===== config.mk =====
export PLATFORM = sky130hd
export DESIGN_NAME = relay_pid_autotuner_core_flat
export DESIGN_NICKNAME = d
export VERILOG_FILES = /design/src/rtl/core/rpa_pkg.sv /design/src/rtl/core/rpa_if.sv /design/src/rtl/core/rpa_muldiv.sv /design/src/rtl/core/rpa_ctrl.sv /design/src/rtl/core/rpa_datapath.sv /design/src/rtl/core/relay_pid_autotuner_core.sv /design/src/flat_wrapper.sv
export SDC_FILE = /design/constraint.sdc
export NUM_CORES = 2
export LEC_CHECK = 0
export ABC_CLOCK_PERIOD_IN_PS = 26000
export BUFFER_PORTS_ARGS = -buffer_cell sky130_fd_sc_hd__buf_2
export CAP_MARGIN = 40
export CELL_PAD_IN_SITES_DETAIL_PLACEMENT = 1
export CELL_PAD_IN_SITES_GLOBAL_PLACEMENT = 1
export CORE_ASPECT_RATIO = 0.6
export CORE_MARGIN = 4
export CORE_UTILIZATION = 55
export CTS_CLUSTER_SIZE = 16
export DETAILED_ROUTE_END_ITERATION = 8
export GPL_TIMING_DRIVEN = 0
export PLACE_DENSITY = 0.92
export SYNTH_ARGS = -nofsm -noshare
export SYNTH_HDL_FRONTEND = slang
export SYNTH_SLANG_ARGS = --single-unit

===== constraint.sdc =====
create_clock -name clk -period 26 [get_ports clk]
set_input_delay 2.6 -clock clk [delete_from_list [all_inputs] [get_ports clk]]
set_output_delay 2.6 -clock clk [all_outputs]
set_load 0.005 [all_outputs]

===== src/rtl/core/rpa_pkg.sv =====
// Shared types, codes and constants for the relay autotuner core.
`default_nettype none
package rpa_pkg;

  localparam int TEMP_WIDTH_DEF       = 16;
  localparam int GAIN_FRAC_BITS_DEF   = 16;
  localparam int MIN_CROSS_GAP_MS_DEF = 500;

  localparam int WORK_FRAC     = 40;
  localparam int MIN_PERIOD_MS = 500;
  localparam int CFG_IDX_W     = 3;
  localparam int CFG_DATA_W    = 32;

  localparam logic [14:0] HALF_DRIVE  = 15'd12800;
  localparam logic [14:0] FULL_DRIVE  = 15'd25600;
  localparam logic [31:0] PI_SCALED   = 32'd31415926;
  localparam logic [31:0] RELAY_SCALE = 32'd20000000;

  localparam logic [1:0] CMD_SAMPLE = 2'd0;
  localparam logic [1:0] CMD_BEGIN  = 2'd1;
  localparam logic [1:0] CMD_CANCEL = 2'd2;
  localparam logic [1:0] CMD_NOP    = 2'd3;

  localparam logic [CFG_IDX_W-1:0] REG_SETPOINT = 3'd0;
  localparam logic [CFG_IDX_W-1:0] REG_HYST     = 3'd1;
  localparam logic [CFG_IDX_W-1:0] REG_AMP      = 3'd2;
  localparam logic [CFG_IDX_W-1:0] REG_TLIMIT   = 3'd3;
  localparam logic [CFG_IDX_W-1:0] REG_SETTLE   = 3'd4;
  localparam logic [CFG_IDX_W-1:0] REG_CYCLES   = 3'd5;
  localparam logic [CFG_IDX_W-1:0] REG_RULE     = 3'd6;

  localparam logic [1:0] OP_KU = 2'd0;
  localparam logic [1:0] OP_KP = 2'd1;
  localparam logic [1:0] OP_KI = 2'd2;
  localparam logic [1:0] OP_KD = 2'd3;

  typedef struct packed {
    logic       take;
    logic       calc_load;
    logic       emit;
    logic [1:0] op;
  } cmd_t;

  typedef struct packed {
    logic fin;
    logic fin_ok;
    logic md_done;
  } status_t;

  // Rule coefficients: p num, p den, i num*1000, i den, d num, d den*1000
  function automatic logic [31:0] rule_coef(input logic rule, input logic [2:0] idx);
    logic [31:0] v;
    v = 32'd1;
    if (!rule) begin
      case (idx)
        3'd0: v = 32'd6;
        3'd1: v = 32'd10;
        3'd2: v = 32'd12000;
        3'd3: v = 32'd10;
        3'd4: v = 32'd75;
        3'd5: v = 32'd1000000;
        default: v = 32'd1;
      endcase
    end else begin
      case (idx)
        3'd0: v = 32'd454;
        3'd1: v = 32'd1000;
        3'd2: v = 32'd454000;
        3'd3: v = 32'd2200;
        3'd4: v = 32'd454;
        3'd5: v = 32'd6300000;
        default: v = 32'd1;
      endcase
    end
    return v;
  endfunction

endpackage
`default_nettype wire


===== src/rtl/core/rpa_if.sv =====
// Input and output stream interfaces of the relay autotuner.
`default_nettype none
interface rpa_in_if #(parameter int TEMP_WIDTH = 16);
  logic                         valid;
  logic                         ready;
  logic [1:0]                   command;
  logic signed [TEMP_WIDTH-1:0] temperature;
  logic [31:0]                  now_ms;
  modport source (output valid, command, temperature, now_ms, input ready);
  modport sink (input valid, command, temperature, now_ms, output ready);
endinterface

interface rpa_out_if;
  logic        valid;
  logic        ready;
  logic [14:0] drive;
  logic        running;
  logic        finished;
  logic        tuned_ok;
  logic [31:0] gain_p_out;
  logic [31:0] gain_i_out;
  logic [31:0] gain_d_out;
  modport source (output valid, drive, running, finished, tuned_ok,
                  gain_p_out, gain_i_out, gain_d_out, input ready);
  modport sink (input valid, drive, running, finished, tuned_ok,
                gain_p_out, gain_i_out, gain_d_out, output ready);
endinterface
`default_nettype wire


===== src/rtl/core/rpa_muldiv.sv =====
// Bit-serial floor(a*b/d) unit with saturation at 2^64-1.
`default_nettype none
module rpa_muldiv import rpa_pkg::*; (
  input  wire logic        clk,
  input  wire logic        rst,
  input  wire logic        start,
  input  wire logic [63:0] a,
  input  wire logic [63:0] b,
  input  wire logic [63:0] d,
  output logic             done,
  output logic [63:0]      q
);

  localparam logic [1:0] P_IDLE = 2'd0;
  localparam logic [1:0] P_MUL  = 2'd1;
  localparam logic [1:0] P_CHK  = 2'd2;
  localparam logic [1:0] P_DIV  = 2'd3;

  logic [1:0]   phase;
  logic [5:0]   cnt;
  logic [63:0]  ma;
  logic [63:0]  mb;
  logic [63:0]  dv;
  logic [127:0] p;
  logic [64:0]  r2;
  logic [64:0]  r2_sub;

  assign r2     = {p[127:64], p[63]};
  assign r2_sub = r2 - {1'b0, dv};

  always_ff @(posedge clk) begin
    if (rst) begin
      phase <= P_IDLE;
      done  <= 1'b0;
      cnt   <= '0;
    end else begin
      done <= 1'b0;
      case (phase)
        P_IDLE: begin
          if (start) begin
            ma    <= a;
            mb    <= b;
            dv    <= d;
            p     <= '0;
            cnt   <= '0;
            phase <= P_MUL;
          end
        end
        P_MUL: begin
          p   <= {p[126:0], 1'b0} + {64'd0, (mb[63] ? ma : 64'd0)};
          mb  <= {mb[62:0], 1'b0};
          cnt <= cnt + 6'd1;
          if (cnt == 6'd63) phase <= P_CHK;
        end
        P_CHK: begin
          // divide by zero, or quotient would not fit in 64 bits
          if (dv == 64'd0 || p[127:64] >= dv) begin
            q     <= '1;
            done  <= 1'b1;
            phase <= P_IDLE;
          end else begin
            cnt   <= '0;
            phase <= P_DIV;
          end
        end
        P_DIV: begin
          if (!r2_sub[64]) begin
            p <= {r2_sub[63:0], p[62:0], 1'b0};
            q <= {q[62:0], 1'b1};
          end else begin
            p <= {r2[63:0], p[62:0], 1'b0};
            q <= {q[62:0], 1'b0};
          end
          cnt <= cnt + 6'd1;
          if (cnt == 6'd63) begin
            done  <= 1'b1;
            phase <= P_IDLE;
          end
        end
        default: phase <= P_IDLE;
      endcase
    end
  end

endmodule
`default_nettype wire


===== src/rtl/core/rpa_ctrl.sv =====
// Sequencer: input transfer, gain computation steps and output load.
`default_nettype none
module rpa_ctrl import rpa_pkg::*; (
  input  wire logic    clk,
  input  wire logic    rst,
  input  wire logic    in_valid,
  output logic         in_ready,
  output logic         out_valid,
  input  wire logic    out_ready,
  input  wire status_t status,
  output cmd_t         cmd
);

  localparam logic [2:0] S_IDLE  = 3'd0;
  localparam logic [2:0] S_CHECK = 3'd1;
  localparam logic [2:0] S_LOAD  = 3'd2;
  localparam logic [2:0] S_CALC  = 3'd3;
  localparam logic [2:0] S_EMIT  = 3'd4;

  logic [2:0] state;
  logic [2:0] state_next;
  logic [1:0] op;
  logic       emit_ok;

  assign in_ready = (state == S_IDLE);
  assign emit_ok  = !out_valid || out_ready;

  always_comb begin
    state_next    = state;
    cmd.take      = 1'b0;
    cmd.calc_load = 1'b0;
    cmd.emit      = 1'b0;
    cmd.op        = op;
    case (state)
      S_IDLE: begin
        if (in_valid) begin
          cmd.take   = 1'b1;
          state_next = S_CHECK;
        end
      end
      S_CHECK: state_next = (status.fin && status.fin_ok) ? S_LOAD : S_EMIT;
      S_LOAD: begin
        cmd.calc_load = 1'b1;
        state_next    = S_CALC;
      end
      S_CALC: begin
        if (status.md_done) state_next = (op == OP_KD) ? S_EMIT : S_LOAD;
      end
      S_EMIT: begin
        if (emit_ok) begin
          cmd.emit   = 1'b1;
          state_next = S_IDLE;
        end
      end
      default: state_next = S_IDLE;
    endcase
  end

  always_ff @(posedge clk) begin
    if (rst) begin
      state     <= S_IDLE;
      op        <= OP_KU;
      out_valid <= 1'b0;
    end else begin
      state <= state_next;
      if (state == S_CHECK) op <= OP_KU;
      else if (state == S_CALC && status.md_done) op <= op + 2'd1;
      if (cmd.emit) out_valid <= 1'b1;
      else if (out_ready) out_valid <= 1'b0;
    end
  end

endmodule
`default_nettype wire


===== src/rtl/core/rpa_datapath.sv =====
// Relay, crossing and peak tracking, gain operands and result registers.
`default_nettype none
module rpa_datapath import rpa_pkg::*; #(
  parameter int TEMP_WIDTH       = TEMP_WIDTH_DEF,
  parameter int GAIN_FRAC_BITS   = GAIN_FRAC_BITS_DEF,
  parameter int MIN_CROSS_GAP_MS = MIN_CROSS_GAP_MS_DEF
) (
  input  wire logic                         clk,
  input  wire logic                         rst,
  input  wire cmd_t                         cmd,
  output status_t                           status,
  input  wire logic                         cfg_we,
  input  wire logic [CFG_IDX_W-1:0]         cfg_index,
  input  wire logic [CFG_DATA_W-1:0]        cfg_wdata,
  input  wire logic [1:0]                   command,
  input  wire logic signed [TEMP_WIDTH-1:0] temperature,
  input  wire logic [31:0]                  now_ms,
  output logic [14:0]                       drive,
  output logic                              running,
  output logic                              finished,
  output logic                              tuned_ok,
  output logic [31:0]                       gain_p_out,
  output logic [31:0]                       gain_i_out,
  output logic [31:0]                       gain_d_out
);

  localparam int CW    = TEMP_WIDTH + 2;
  localparam int SHIFT = WORK_FRAC - GAIN_FRAC_BITS;
  localparam logic signed [TEMP_WIDTH-1:0] T_MIN = {1'b1, {(TEMP_WIDTH-1){1'b0}}};
  localparam logic signed [TEMP_WIDTH-1:0] T_MAX = {1'b0, {(TEMP_WIDTH-1){1'b1}}};

  logic signed [TEMP_WIDTH-1:0] setpoint;
  logic [11:0] hyst;
  logic [13:0] ramp;
  logic [31:0] tlim;
  logic [31:0] tsettle;
  logic [7:0]  creq;
  logic        rule;

  logic active, done_f, success, relay_high, cross_valid, fin;
  logic [31:0] start_time, last_cross, period_total;
  logic [7:0]  cycle_count;
  logic signed [TEMP_WIDTH-1:0] peak_high, peak_low;
  logic [14:0] drive_level, drive_res;
  logic [31:0] gain [3];
  logic [63:0] ku;

  logic signed [CW-1:0] t_ext, sp_hi, sp_lo;
  logic [15:0] up_sum;
  logic [14:0] drive_up, drive_dn, drive_new;
  logic [31:0] elapsed, gap;
  logic [32:0] psum;
  logic        cross_up, cross_dn, counted, settled, finalize;
  logic [7:0]  cc_after;
  logic [31:0] period_after;
  logic signed [TEMP_WIDTH:0] diff;
  logic [16:0] min_t;
  logic [63:0] md_a, md_b, md_d, md_q;
  logic        md_done;
  logic [64:0] g_round;
  logic [31:0] g_val;

  assign t_ext  = CW'(temperature);
  assign sp_hi  = CW'(setpoint) + CW'($signed({1'b0, hyst}));
  assign sp_lo  = CW'(setpoint) - CW'($signed({1'b0, hyst}));
  assign up_sum = {1'b0, HALF_DRIVE} + {2'b00, ramp};
  assign drive_up = (up_sum > {1'b0, FULL_DRIVE}) ? FULL_DRIVE : up_sum[14:0];
  assign drive_dn = ({1'b0, ramp} > HALF_DRIVE) ? 15'd0 : HALF_DRIVE - {1'b0, ramp};

  assign elapsed  = now_ms - start_time;
  assign gap      = now_ms - last_cross;
  assign psum     = {1'b0, period_total} + {1'b0, gap};
  assign cross_up = relay_high && (t_ext > sp_hi);
  assign cross_dn = !relay_high && (t_ext < sp_lo);
  assign counted  = cross_up && cross_valid && (gap > 32'(MIN_CROSS_GAP_MS));
  assign cc_after = (counted && cycle_count != 8'hFF) ? cycle_count + 8'd1 : cycle_count;
  assign period_after = !counted ? period_total : (psum[32] ? 32'hFFFF_FFFF : psum[31:0]);
  assign settled  = elapsed > tsettle;
  assign finalize = cc_after >= creq;
  assign drive_new = cross_up ? drive_dn : (cross_dn ? drive_up : drive_level);

  // success test on the stored run state
  assign diff  = (TEMP_WIDTH+1)'(peak_high) - (TEMP_WIDTH+1)'(peak_low);
  assign min_t = 17'(MIN_PERIOD_MS) * {9'd0, cycle_count};
  assign status.fin     = fin;
  assign status.fin_ok  = (diff > (TEMP_WIDTH+1)'(6)) && (cycle_count != 8'd0) &&
                          (period_total > {15'd0, min_t});
  assign status.md_done = md_done;

  always_comb begin
    md_a = ku;
    md_b = 64'd1;
    md_d = 64'd1;
    case (cmd.op)
      OP_KU: begin
        md_a = 64'(ramp) * 64'(RELAY_SCALE);
        md_b = 64'd1 << WORK_FRAC;
        md_d = 64'(PI_SCALED) * 64'(diff[TEMP_WIDTH-1:0]);
      end
      OP_KP: begin
        md_b = 64'(rule_coef(rule, 3'd0));
        md_d = 64'(rule_coef(rule, 3'd1));
      end
      OP_KI: begin
        md_b = 64'(rule_coef(rule, 3'd2)) * 64'(cycle_count);
        md_d = 64'(rule_coef(rule, 3'd3)) * 64'(period_total);
      end
      OP_KD: begin
        md_b = 64'(rule_coef(rule, 3'd4)) * 64'(period_total);
        md_d = 64'(rule_coef(rule, 3'd5)) * 64'(cycle_count);
      end
      default: md_a = ku;
    endcase
  end

  rpa_muldiv u_muldiv (
    .clk   (clk),
    .rst   (rst),
    .start (cmd.calc_load),
    .a     (md_a),
    .b     (md_b),
    .d     (md_d),
    .done  (md_done),
    .q     (md_q)
  );

  // round to nearest at the output fraction width, then saturate
  assign g_round = {1'b0, md_q >> SHIFT} + 65'(md_q[SHIFT-1]);
  assign g_val   = (g_round[64:32] != '0) ? 32'hFFFF_FFFF : g_round[31:0];

  always_ff @(posedge clk) begin
    if (rst) begin
      setpoint     <= '0;
      hyst         <= 12'd32;
      ramp         <= 14'd5120;
      tlim         <= 32'd600000;
      tsettle      <= 32'd30000;
      creq         <= 8'd3;
      rule         <= 1'b0;
      active       <= 1'b0;
      done_f       <= 1'b0;
      success      <= 1'b0;
      relay_high   <= 1'b1;
      cross_valid  <= 1'b0;
      fin          <= 1'b0;
      start_time   <= '0;
      last_cross   <= '0;
      period_total <= '0;
      cycle_count  <= '0;
      peak_high    <= T_MIN;
      peak_low     <= T_MAX;
      drive_level  <= '0;
      gain[0]      <= '0;
      gain[1]      <= '0;
      gain[2]      <= '0;
    end else begin
      if (cfg_we) begin
        case (cfg_index)
          REG_SETPOINT: setpoint <= cfg_wdata[TEMP_WIDTH-1:0];
          REG_HYST:     hyst     <= cfg_wdata[11:0];
          REG_AMP:      ramp     <= cfg_wdata[13:0];
          REG_TLIMIT:   tlim     <= cfg_wdata;
          REG_SETTLE:   tsettle  <= cfg_wdata;
          REG_CYCLES:   creq     <= cfg_wdata[7:0];
          REG_RULE:     rule     <= cfg_wdata[0];
          default: ;
        endcase
      end
      if (cmd.take) begin
        fin       <= 1'b0;
        drive_res <= '0;
        case (command)
          CMD_BEGIN: begin
            active       <= 1'b1;
            done_f       <= 1'b0;
            success      <= 1'b0;
            gain[0]      <= '0;
            gain[1]      <= '0;
            gain[2]      <= '0;
            start_time   <= now_ms;
            relay_high   <= 1'b1;
            drive_level  <= drive_up;
            peak_high    <= T_MIN;
            peak_low     <= T_MAX;
            cross_valid  <= 1'b0;
            last_cross   <= '0;
            period_total <= '0;
            cycle_count  <= '0;
            drive_res    <= drive_up;
          end
          CMD_CANCEL: begin
            active  <= 1'b0;
            done_f  <= 1'b1;
            success <= 1'b0;
            gain[0] <= '0;
            gain[1] <= '0;
            gain[2] <= '0;
          end
          CMD_NOP: drive_res <= active ? drive_level : 15'd0;
          default: begin
            if (active) begin
              if (elapsed > tlim) begin
                active  <= 1'b0;
                done_f  <= 1'b1;
                success <= 1'b0;
                gain[0] <= '0;
                gain[1] <= '0;
                gain[2] <= '0;
              end else begin
                if (cross_up) begin
                  relay_high  <= 1'b0;
                  last_cross  <= now_ms;
                  cross_valid <= 1'b1;
                end else if (cross_dn) begin
                  relay_high <= 1'b1;
                end
                drive_level  <= drive_new;
                period_total <= period_after;
                cycle_count  <= cc_after;
                if (settled) begin
                  if (temperature > peak_high) peak_high <= temperature;
                  if (temperature < peak_low) peak_low <= temperature;
                end
                if (finalize) begin
                  fin     <= 1'b1;
                  active  <= 1'b0;
                  done_f  <= 1'b1;
                  success <= 1'b0;
                  gain[0] <= '0;
                  gain[1] <= '0;
                  gain[2] <= '0;
                end
                drive_res <= drive_new;
              end
            end
          end
        endcase
      end
      if (md_done) begin
        case (cmd.op)
          OP_KU: ku <= md_q;
          OP_KP: gain[0] <= g_val;
          OP_KI: gain[1] <= g_val;
          OP_KD: begin
            gain[2] <= g_val;
            success <= 1'b1;
          end
          default: ku <= md_q;
        endcase
      end
    end
  end

  always_ff @(posedge clk) begin
    if (cmd.emit) begin
      drive      <= drive_res;
      running    <= active;
      finished   <= done_f;
      tuned_ok   <= success;
      gain_p_out <= gain[0];
      gain_i_out <= gain[1];
      gain_d_out <= gain[2];
    end
  end

endmodule
`default_nettype wire


===== src/rtl/core/relay_pid_autotuner_core.sv =====
// Top level of the relay-feedback PID autotuner.
// Each input transfer (sample, begin, cancel, nop) yields one result transfer.
// An item that does not complete a run passes through accept, check and output
// load, and input ready returns after the output load. The sample that completes
// a successful run also runs four floor(a*b/d) steps on the shared bit-serial
// multiply/divide unit, each made of load, multiply, range check, divide and
// handing back the quotient; a step whose quotient saturates ends after the
// range check. The result waits in an output register, so a new item is taken
// while the previous result is still pending downstream.
`default_nettype none
module relay_pid_autotuner_core import rpa_pkg::*; #(
  parameter int TEMP_WIDTH       = TEMP_WIDTH_DEF,
  parameter int GAIN_FRAC_BITS   = GAIN_FRAC_BITS_DEF,
  parameter int MIN_CROSS_GAP_MS = MIN_CROSS_GAP_MS_DEF
) (
  input  wire logic                  clk,
  input  wire logic                  rst,
  rpa_in_if.sink                     in_ch,
  rpa_out_if.source                  out_ch,
  input  wire logic                  cfg_we,
  input  wire logic [CFG_IDX_W-1:0]  cfg_index,
  input  wire logic [CFG_DATA_W-1:0] cfg_wdata
);

  cmd_t    cmd;
  status_t status;
  logic    in_ready;
  logic    out_valid;

  assign in_ch.ready  = in_ready;
  assign out_ch.valid = out_valid;

  rpa_ctrl u_ctrl (
    .clk       (clk),
    .rst       (rst),
    .in_valid  (in_ch.valid),
    .in_ready  (in_ready),
    .out_valid (out_valid),
    .out_ready (out_ch.ready),
    .status    (status),
    .cmd       (cmd)
  );

  rpa_datapath #(
    .TEMP_WIDTH       (TEMP_WIDTH),
    .GAIN_FRAC_BITS   (GAIN_FRAC_BITS),
    .MIN_CROSS_GAP_MS (MIN_CROSS_GAP_MS)
  ) u_dp (
    .clk         (clk),
    .rst         (rst),
    .cmd         (cmd),
    .status      (status),
    .cfg_we      (cfg_we),
    .cfg_index   (cfg_index),
    .cfg_wdata   (cfg_wdata),
    .command     (in_ch.command),
    .temperature (in_ch.temperature),
    .now_ms      (in_ch.now_ms),
    .drive       (out_ch.drive),
    .running     (out_ch.running),
    .finished    (out_ch.finished),
    .tuned_ok    (out_ch.tuned_ok),
    .gain_p_out  (out_ch.gain_p_out),
    .gain_i_out  (out_ch.gain_i_out),
    .gain_d_out  (out_ch.gain_d_out)
  );

  a_one_in_flight: assert property (@(posedge clk) disable iff (rst)
    (in_ch.valid && in_ready) |=> !in_ready)
    else $error("input taken while an item is in progress");

  a_emit_shows: assert property (@(posedge clk) disable iff (rst)
    cmd.emit |=> out_valid)
    else $error("output load did not raise valid");

  a_tuned_ended: assert property (@(posedge clk) disable iff (rst)
    (out_valid && out_ch.tuned_ok) |-> (out_ch.finished && !out_ch.running))
    else $error("tuned result while run still active");

  a_no_calc_on_input: assert property (@(posedge clk) disable iff (rst)
    cmd.calc_load |-> !in_ready)
    else $error("gain step started while input open");

endmodule
`default_nettype wire


===== src/flat_wrapper.sv =====
// flat-port wrapper written by rule: the top's interface ports become plain ports
module relay_pid_autotuner_core_flat import rpa_pkg::*;
#(
  parameter int TEMP_WIDTH       = TEMP_WIDTH_DEF,
  parameter int GAIN_FRAC_BITS   = GAIN_FRAC_BITS_DEF,
  parameter int MIN_CROSS_GAP_MS = MIN_CROSS_GAP_MS_DEF
)
  (clk, rst, cfg_we, cfg_index, cfg_wdata, in_ch_valid, in_ch_command, in_ch_temperature, in_ch_now_ms, in_ch_ready, out_ch_valid, out_ch_drive, out_ch_running, out_ch_finished, out_ch_tuned_ok, out_ch_gain_p_out, out_ch_gain_i_out, out_ch_gain_d_out, out_ch_ready);
  rpa_in_if #(.TEMP_WIDTH(TEMP_WIDTH)) in_ch_i ();
  rpa_out_if out_ch_i ();
  input  wire logic clk;
  input  wire logic rst;
  input  wire logic cfg_we;
  input  wire logic [CFG_IDX_W-1:0] cfg_index;
  input  wire logic [CFG_DATA_W-1:0] cfg_wdata;
  input wire logic [$bits(in_ch_i.valid)-1:0] in_ch_valid;
  input wire logic [$bits(in_ch_i.command)-1:0] in_ch_command;
  input wire logic [$bits(in_ch_i.temperature)-1:0] in_ch_temperature;
  input wire logic [$bits(in_ch_i.now_ms)-1:0] in_ch_now_ms;
  output wire logic [$bits(in_ch_i.ready)-1:0] in_ch_ready;
  output wire logic [$bits(out_ch_i.valid)-1:0] out_ch_valid;
  output wire logic [$bits(out_ch_i.drive)-1:0] out_ch_drive;
  output wire logic [$bits(out_ch_i.running)-1:0] out_ch_running;
  output wire logic [$bits(out_ch_i.finished)-1:0] out_ch_finished;
  output wire logic [$bits(out_ch_i.tuned_ok)-1:0] out_ch_tuned_ok;
  output wire logic [$bits(out_ch_i.gain_p_out)-1:0] out_ch_gain_p_out;
  output wire logic [$bits(out_ch_i.gain_i_out)-1:0] out_ch_gain_i_out;
  output wire logic [$bits(out_ch_i.gain_d_out)-1:0] out_ch_gain_d_out;
  input wire logic [$bits(out_ch_i.ready)-1:0] out_ch_ready;
  assign in_ch_i.valid = in_ch_valid;
  assign in_ch_i.command = in_ch_command;
  assign in_ch_i.temperature = in_ch_temperature;
  assign in_ch_i.now_ms = in_ch_now_ms;
  assign in_ch_ready = in_ch_i.ready;
  assign out_ch_valid = out_ch_i.valid;
  assign out_ch_drive = out_ch_i.drive;
  assign out_ch_running = out_ch_i.running;
  assign out_ch_finished = out_ch_i.finished;
  assign out_ch_tuned_ok = out_ch_i.tuned_ok;
  assign out_ch_gain_p_out = out_ch_i.gain_p_out;
  assign out_ch_gain_i_out = out_ch_i.gain_i_out;
  assign out_ch_gain_d_out = out_ch_i.gain_d_out;
  assign out_ch_i.ready = out_ch_ready;
  relay_pid_autotuner_core #(.TEMP_WIDTH(TEMP_WIDTH), .GAIN_FRAC_BITS(GAIN_FRAC_BITS), .MIN_CROSS_GAP_MS(MIN_CROSS_GAP_MS)) u_core (.clk(clk), .rst(rst), .in_ch(in_ch_i), .out_ch(out_ch_i), .cfg_we(cfg_we), .cfg_index(cfg_index), .cfg_wdata(cfg_wdata));
endmodule

* Word-level counts from Yosys, hierarchy flattened
Memory sizes are Yosys's and may differ from the RTL's. A register that Yosys moved wholly into a read port is not among the register bits.
Cells that the tools add are included.
** Storage, ports and cells
- Word-level logic and storage cells :: 339
- RAM bits :: 96
- Bits of input ports :: 90
- Bits in latches :: 0
- Memories kept :: 1
- Register bits :: 768
- ROM bits :: 0
** Operators by class
- Shift-type cells :: 0
- Divide/modulo/power cells :: 0
- Add/subtract/negate cells :: 14
- Reduce and logical (&&, ||, !) cells :: 63
- Equality and inequality tests :: 30
- Order comparisons :: 13
- Bitwise logic cells :: 18
- Multiplexer cells :: 155
- $mul :: 7
** Memories
- u_core.u_dp.gain :: depth 3, bits a word 32, read ports 3, clocked after memory_dff 3, write ports 3, RTL line rpa_datapath.sv:45 : logic [31:0] gain [3];
** Operator list (count)
- $mux 32 :: 27
- $pmux 64 s4 :: 2
- $pmux 128 s3 :: 1
- $mux 128 :: 2
- $pmux 64 s2 :: 2
- $mux 64 :: 3
- $mux 15 :: 9
- $add 128x64->128 :: 1
- $mul 32x32->64 :: 2
- $mux 16 :: 8
- $pmux 32 s2 :: 2
- $mul 32x8->40 :: 2
- $sub 65x64->65 :: 1
- $ge 64x64->1 :: 1
- $gt 32x32->1 :: 2
- $logic_not 64->1 :: 1
- $mux 1 :: 64
- $pmux 16 s2 :: 2
- $sub 32x32->32 :: 2
- $pmux 15 s3 :: 1
- $add 40x1->41 :: 1
- $mul 24x16->40 const A :: 1
- $mux 39 :: 1
- $add 32x32->33 :: 1
- other kinds (64) :: 161

* Longest topological paths before layout
- Depth after elaboration :: 17
- Depth in mapped cells :: 40

* By module
Synthesis repeated with hierarchy kept, for this count alone.
** Unflattened totals
- Cell total of the unflattened synthesis :: 10265
- Area total of the unflattened synthesis :: 95051.2 sq um
** By module, submodules not included
- rpa_datapath :: cells each 7450, instances 1, area an instance 68401.9 sq um, seq. area each 14123.5 sq um
- rpa_muldiv :: cells each 2778, instances 1, area an instance 26336.5 sq um, seq. area each 11711.2 sq um
- rpa_ctrl :: cells each 37, instances 1, area an instance 312.8 sq um, seq. area each 120.1 sq um

* Worst setup path after synthesis
No wires, ideal clock.
- Path kind :: input to register
- Start :: input port rst
- End :: register u_core.u_dp.u_muldiv.dv[10], enable pin
- Data arrival time :: 13.321 ns
- Path slack :: 11.834 ns
- Data required time :: 25.156 ns
- Stages on the path :: 3
- Cell sequence :: clkbuf_1 clkbuf_1 nor4_1
** Between the ends
- Cells in the longest elaborated chain, start to end :: 2
** Ends and longest elaborated chain
- start: declaration :: RTL line flat_wrapper.sv:12 : input wire logic rst;
- $not 1->1 (no source line)
- $reduce_and 3->1 (no source line)
- end signal: assignment :: RTL line rpa_muldiv.sv:43 : dv <= d;
- end: declaration :: RTL line rpa_muldiv.sv:23 : logic [63:0] dv;
No other way between the ends.
A chain may end at the register's enable or synchronous reset.

* Final worst setup path
- Start :: register u_core.u_dp.peak_low[0]
- End :: register u_core.u_dp.u_muldiv.dv[38] (data pin)
** Between the ends
- Cells in the longest elaborated chain, start to end :: 3
** Ends and longest elaborated chain
- start: declaration :: RTL line rpa_datapath.sv:43 : logic signed [TEMP_WIDTH-1:0] peak_high, peak_low;
- start signal: assignment :: RTL line rpa_datapath.sv:222 : if (temperature < peak_low) peak_low <= temperature;
- $sub 16x16->17 :: RTL line rpa_datapath.sv:83 : assign diff = (TEMP_WIDTH+1)'(peak_high) - (TEMP_WIDTH+1)'(peak_low);
- $mul 24x16->40 :: RTL line rpa_datapath.sv:98 : md_d = 64'(PI_SCALED) * 64'(diff[TEMP_WIDTH-1:0]);
- $pmux 64 s4 :: RTL line rpa_datapath.sv:94 : case (cmd.op)
- named net u_core.u_dp.md_d[38] :: RTL line rpa_datapath.sv:58 : logic [63:0] md_a, md_b, md_d, md_q;
The timed path passes the listed nets, and every way through them passes these cells.

==> key figures <==
Critical path
  • CP arrival: 11620 ps
  • Type of origin of the critical path: flip-flop
  • Max FO, Critical Path: 5
  • Critical Path Max Stage Delay: 790 ps
  • FF-to-FF Start: u_core.u_dp.peak_low[0]
  • Worst path required time: 26430 ps
  • Crit. Startpoint: u_core.u_dp.peak_low[0]
  • Setup crit end kind: flip-flop
  • Kind of critical path: reg2reg
  • Slowest CP cell: xnor2_1

Logic synthesis
  • Compound-Gate Fraction of Synth Area: 14.6%
  • Sequential element share of the synthesized area: 27.7%
  • Primary FF master, synth: edfxtp_1
  • Post-Synth Simple-Gate Area: 12.9%
  • Post-synthesis xor/xnor area fraction: 4.51%
  • Yosys top cell by area: edfxtp_1
  • Cell area after synthesis: 91600 um2
  • Cell variety after synth: 93
  • Post-Synth Adder-Cell Area: 32.7%
  • Synth top area cells: edfxtp_1 (21%), ha_1 (20%), fa_1 (13%), dfxtp_1 (6.3%), inv_1 (5.7%)
  • Post-Syn Instances: 9757
  • Register bit total from synthesis: 941
  • Async S/R FF share, synth: 0%
  • Largest family of logic cells by synthesized area: adder cells
  • Synth Area per Inst: 9.39 um2
  • Multiplexer share of the synthesized area: 0.557%
  • Number of synthesized flops with an enable pin: 654
  • Synth top area share: 21.4%
  • Yosys warning total: 0

Global route
  • Grt met2 use: 61.6%
  • Vias in the first global route: 85900
  • Global route hottest layer: met2
  • Largest net degree at the start of global routing: 73
  • GRT overflow: 0
  • GRT Resource Usage Total: 41.0%
  • Met3 Track Usage GR: 13.3%
  • Met1 usage: 54.7%
  • First-pass GRT wire length: 542 mm
  • Initial antenna violation count: 35

Power and ir drop
  • Pwr Total: 3.98 mW
  • Pleak: 48.0 nW
  • Max VDD drop: 0.0518 mV
  • P per Cell Area: 39.8 nW/um2

Placement
  • DP Wirelength: 288 mm
  • Routability cong.: 1.06
  • Port Buf Inserts: 205

Clock network
  • CTS Buf Count: 93
  • Worst skew pair latency: 750 ps
  • Hold buffer count at CTS: 0
  • # H-tree levels: 3
  • Post_cts resized: 0
  • CTS sink cnt: 941
  • Max Root-Sink Buffers: 3
  • Post CTS Setup Buffer Count: 0
  • CTS root buf: clkbuf_16
  • Clk pin slew, worst setup/hold paths: 70 ps
  • CTS tree: done

Routing
  • DRT iter0 DRCs: 10000
  • Routed len/inst: 29.1 um
  • Antenna Nets Post-Route: 0
  • # DRC: 0
  • Routed vias/inst: 6.56
  • Routed WL: 364 mm
  • DR pass1 iterations: 6
  • Vias: 82000

Worst hold path
  • Hold Path Origin: u_core.u_dp.gain[0][33]
  • HP Class: reg2reg

STA
  • RSZ-0062 raised after global routing: false
  • Max Clock Freq: 89.3 MHz
  • Slew margin rel.: 20.9%
  • Fin. Hold Viols: 0
  • Post-layout min period: 11190 ps
  • Worst Skew: 57.0 ps
  • Final setup fails: 0
  • Slew @ Worst Pin: 1190 ps
  • Slew Viols, Final: 0
  • Final Cycle Share: 43.0%
  • TNS Setup: 0 ps

Die
  • Number of cell rows: 115
  • Die Wd: 535 um
  • Core Region: 165000 um2
  • # IOs: 206
  • DIE AREA: 173000 um2
  • Overall die height: 324 um
  • Starting density of the core: 55.6%

Layout
  • FILL cells: 18800
  • Area Overhead vs Synth: 9.11%
  • Most common cell after layout, fill and taps aside: ha_1
  • Commonest non-fill, non-tap cells in the layout: ha_1 (1463), inv_1 (1398), nand2_1 (784)
  • Layout cells sized above 1: 6.02%
  • Layout Nets: 12300

Run
  • Max-Cap Viols: 0

Status
  • Status: complete, no violations
-- layout make-up --
class	instances	area, um2	share of cell area [%]
Antenna cell	22	55.1	0.0551
Timing Repair Buffer	314	2290	2.29
Multi-Input combinational cell	7130	59900	59.9
Tap cell	2223	2780	2.78
Buffer	304	1180	1.18
Clock inverter	45	559	0.560
Inverter	1401	5260	5.26
Clock buffer	127	2550	2.55
Sequential cell	941	25400	25.4
-- synth_stat cells (110+ instances only) --
library cell  instances
nor3_1              111
nand3_1             158
a21oi_1             636
nand4_1             136
nand2_1             787
nor2_1              638
inv_1              1398
a21o_1              266
and2_1              110
nor2b_1             127
clkbuf_1            272
ha_1               1463
xor2_1              167
edfxtp_1            654
o21ai_0             340
dfxtp_1             287
xnor2_1             305
fa_1                583
-- worst max-delay path: cells and delay by family (launching register included) --
kind                     cells  cell delay, ps
AO/OA/AOI/OAI               15            3960
adder cells (fa/ha/maj)      9            3950
buffers and inverters        7            1180
XOR/XNOR                     2            1170
flip-flops                   1             470
AND/OR/NAND/NOR              1             160
-- flip-flops by register name, summed over array words and instances (netlist names), 32 cells and up --
signal	flops
u_core.u_dp.u_muldiv.dv	45
u_core.u_dp.tlim	32
out_ch_gain_d_out	32
u_core.u_dp.tsettle	32
u_core.u_dp.ku	64
u_core.u_dp.u_muldiv.mb	64
out_ch_gain_p_out	32
u_core.u_dp.u_muldiv.ma	64
u_core.u_dp.period_total	32
out_ch_gain_i_out	32
u_core.u_dp.gain	96
u_core.u_dp.last_cross	32
u_core.u_dp.u_muldiv.q	64
u_core.u_dp.u_muldiv.p	128
u_core.u_dp.start_time	32
-- final timing paths --
check,endpoint,slack [ps],cells past startpoint
worst max register to register,u_core.u_dp.u_muldiv.dv[38],14810,34
worst min register to register,out_ch_gain_i_out[1],420,0
worst min-delay path,out_ch_gain_i_out[1],420,0
worst max-delay path,u_core.u_dp.u_muldiv.dv[38],14810,34
-- power by group --
group	internal, mW	switching (mW)	total (mW)	leakage [nW]
Combinational	0.312	0.552	0.865	38.4
Sequential	1.63	0.0147	1.64	8.15
Clock	0.777	0.696	1.47	1.49
-- cell families (layout without fill, tap and decap cells) --
logic type                 count (synthesis)  in the layout
and+or+nand+nor                         2489           2489
AOI/OAI and AO/OA                       2054           2054
adders and majority gates               2046           2046
buffers and inverters                   1705           2191
DFF                                      941            941
xor gates and xnor gates                 472            472
muxes                                     48             48
other                                      2             43
-- layer usage --
layer  part of all wire (%)  vias to the layer above  wire (um)
li1                       -                    34600          -
met3                     13                     1239      46800
met2                     43                     5233     155000
met5                  0.042                        -        152
met4                    4.9                       22      17800
met1                     40                    40900     144000
-- through the flow --
| stage | hold slack (ps) | utilization [%] | cell area [um2] | instances | setup slack (ps) |
|---|---|---|---|---|---|
| after global placement | 402 | 58.0 | 95500 | 12200 | 5760 |
| after global routing | 419 | 60.6 | 99900 | 12500 | 14670 |
| final | 417 | 60.7 | 99900 | 12500 | 14810 |
| after detailed placement | 405 | 58.6 | 96600 | 12300 | 15240 |
| after floorplan | 400 | - | 91700 | 9776 | 11830 |
| after CTS | 403 | 60.5 | 99700 | 12500 | 15170 |
Note: power is estimated with default switching activity, not from simulation.
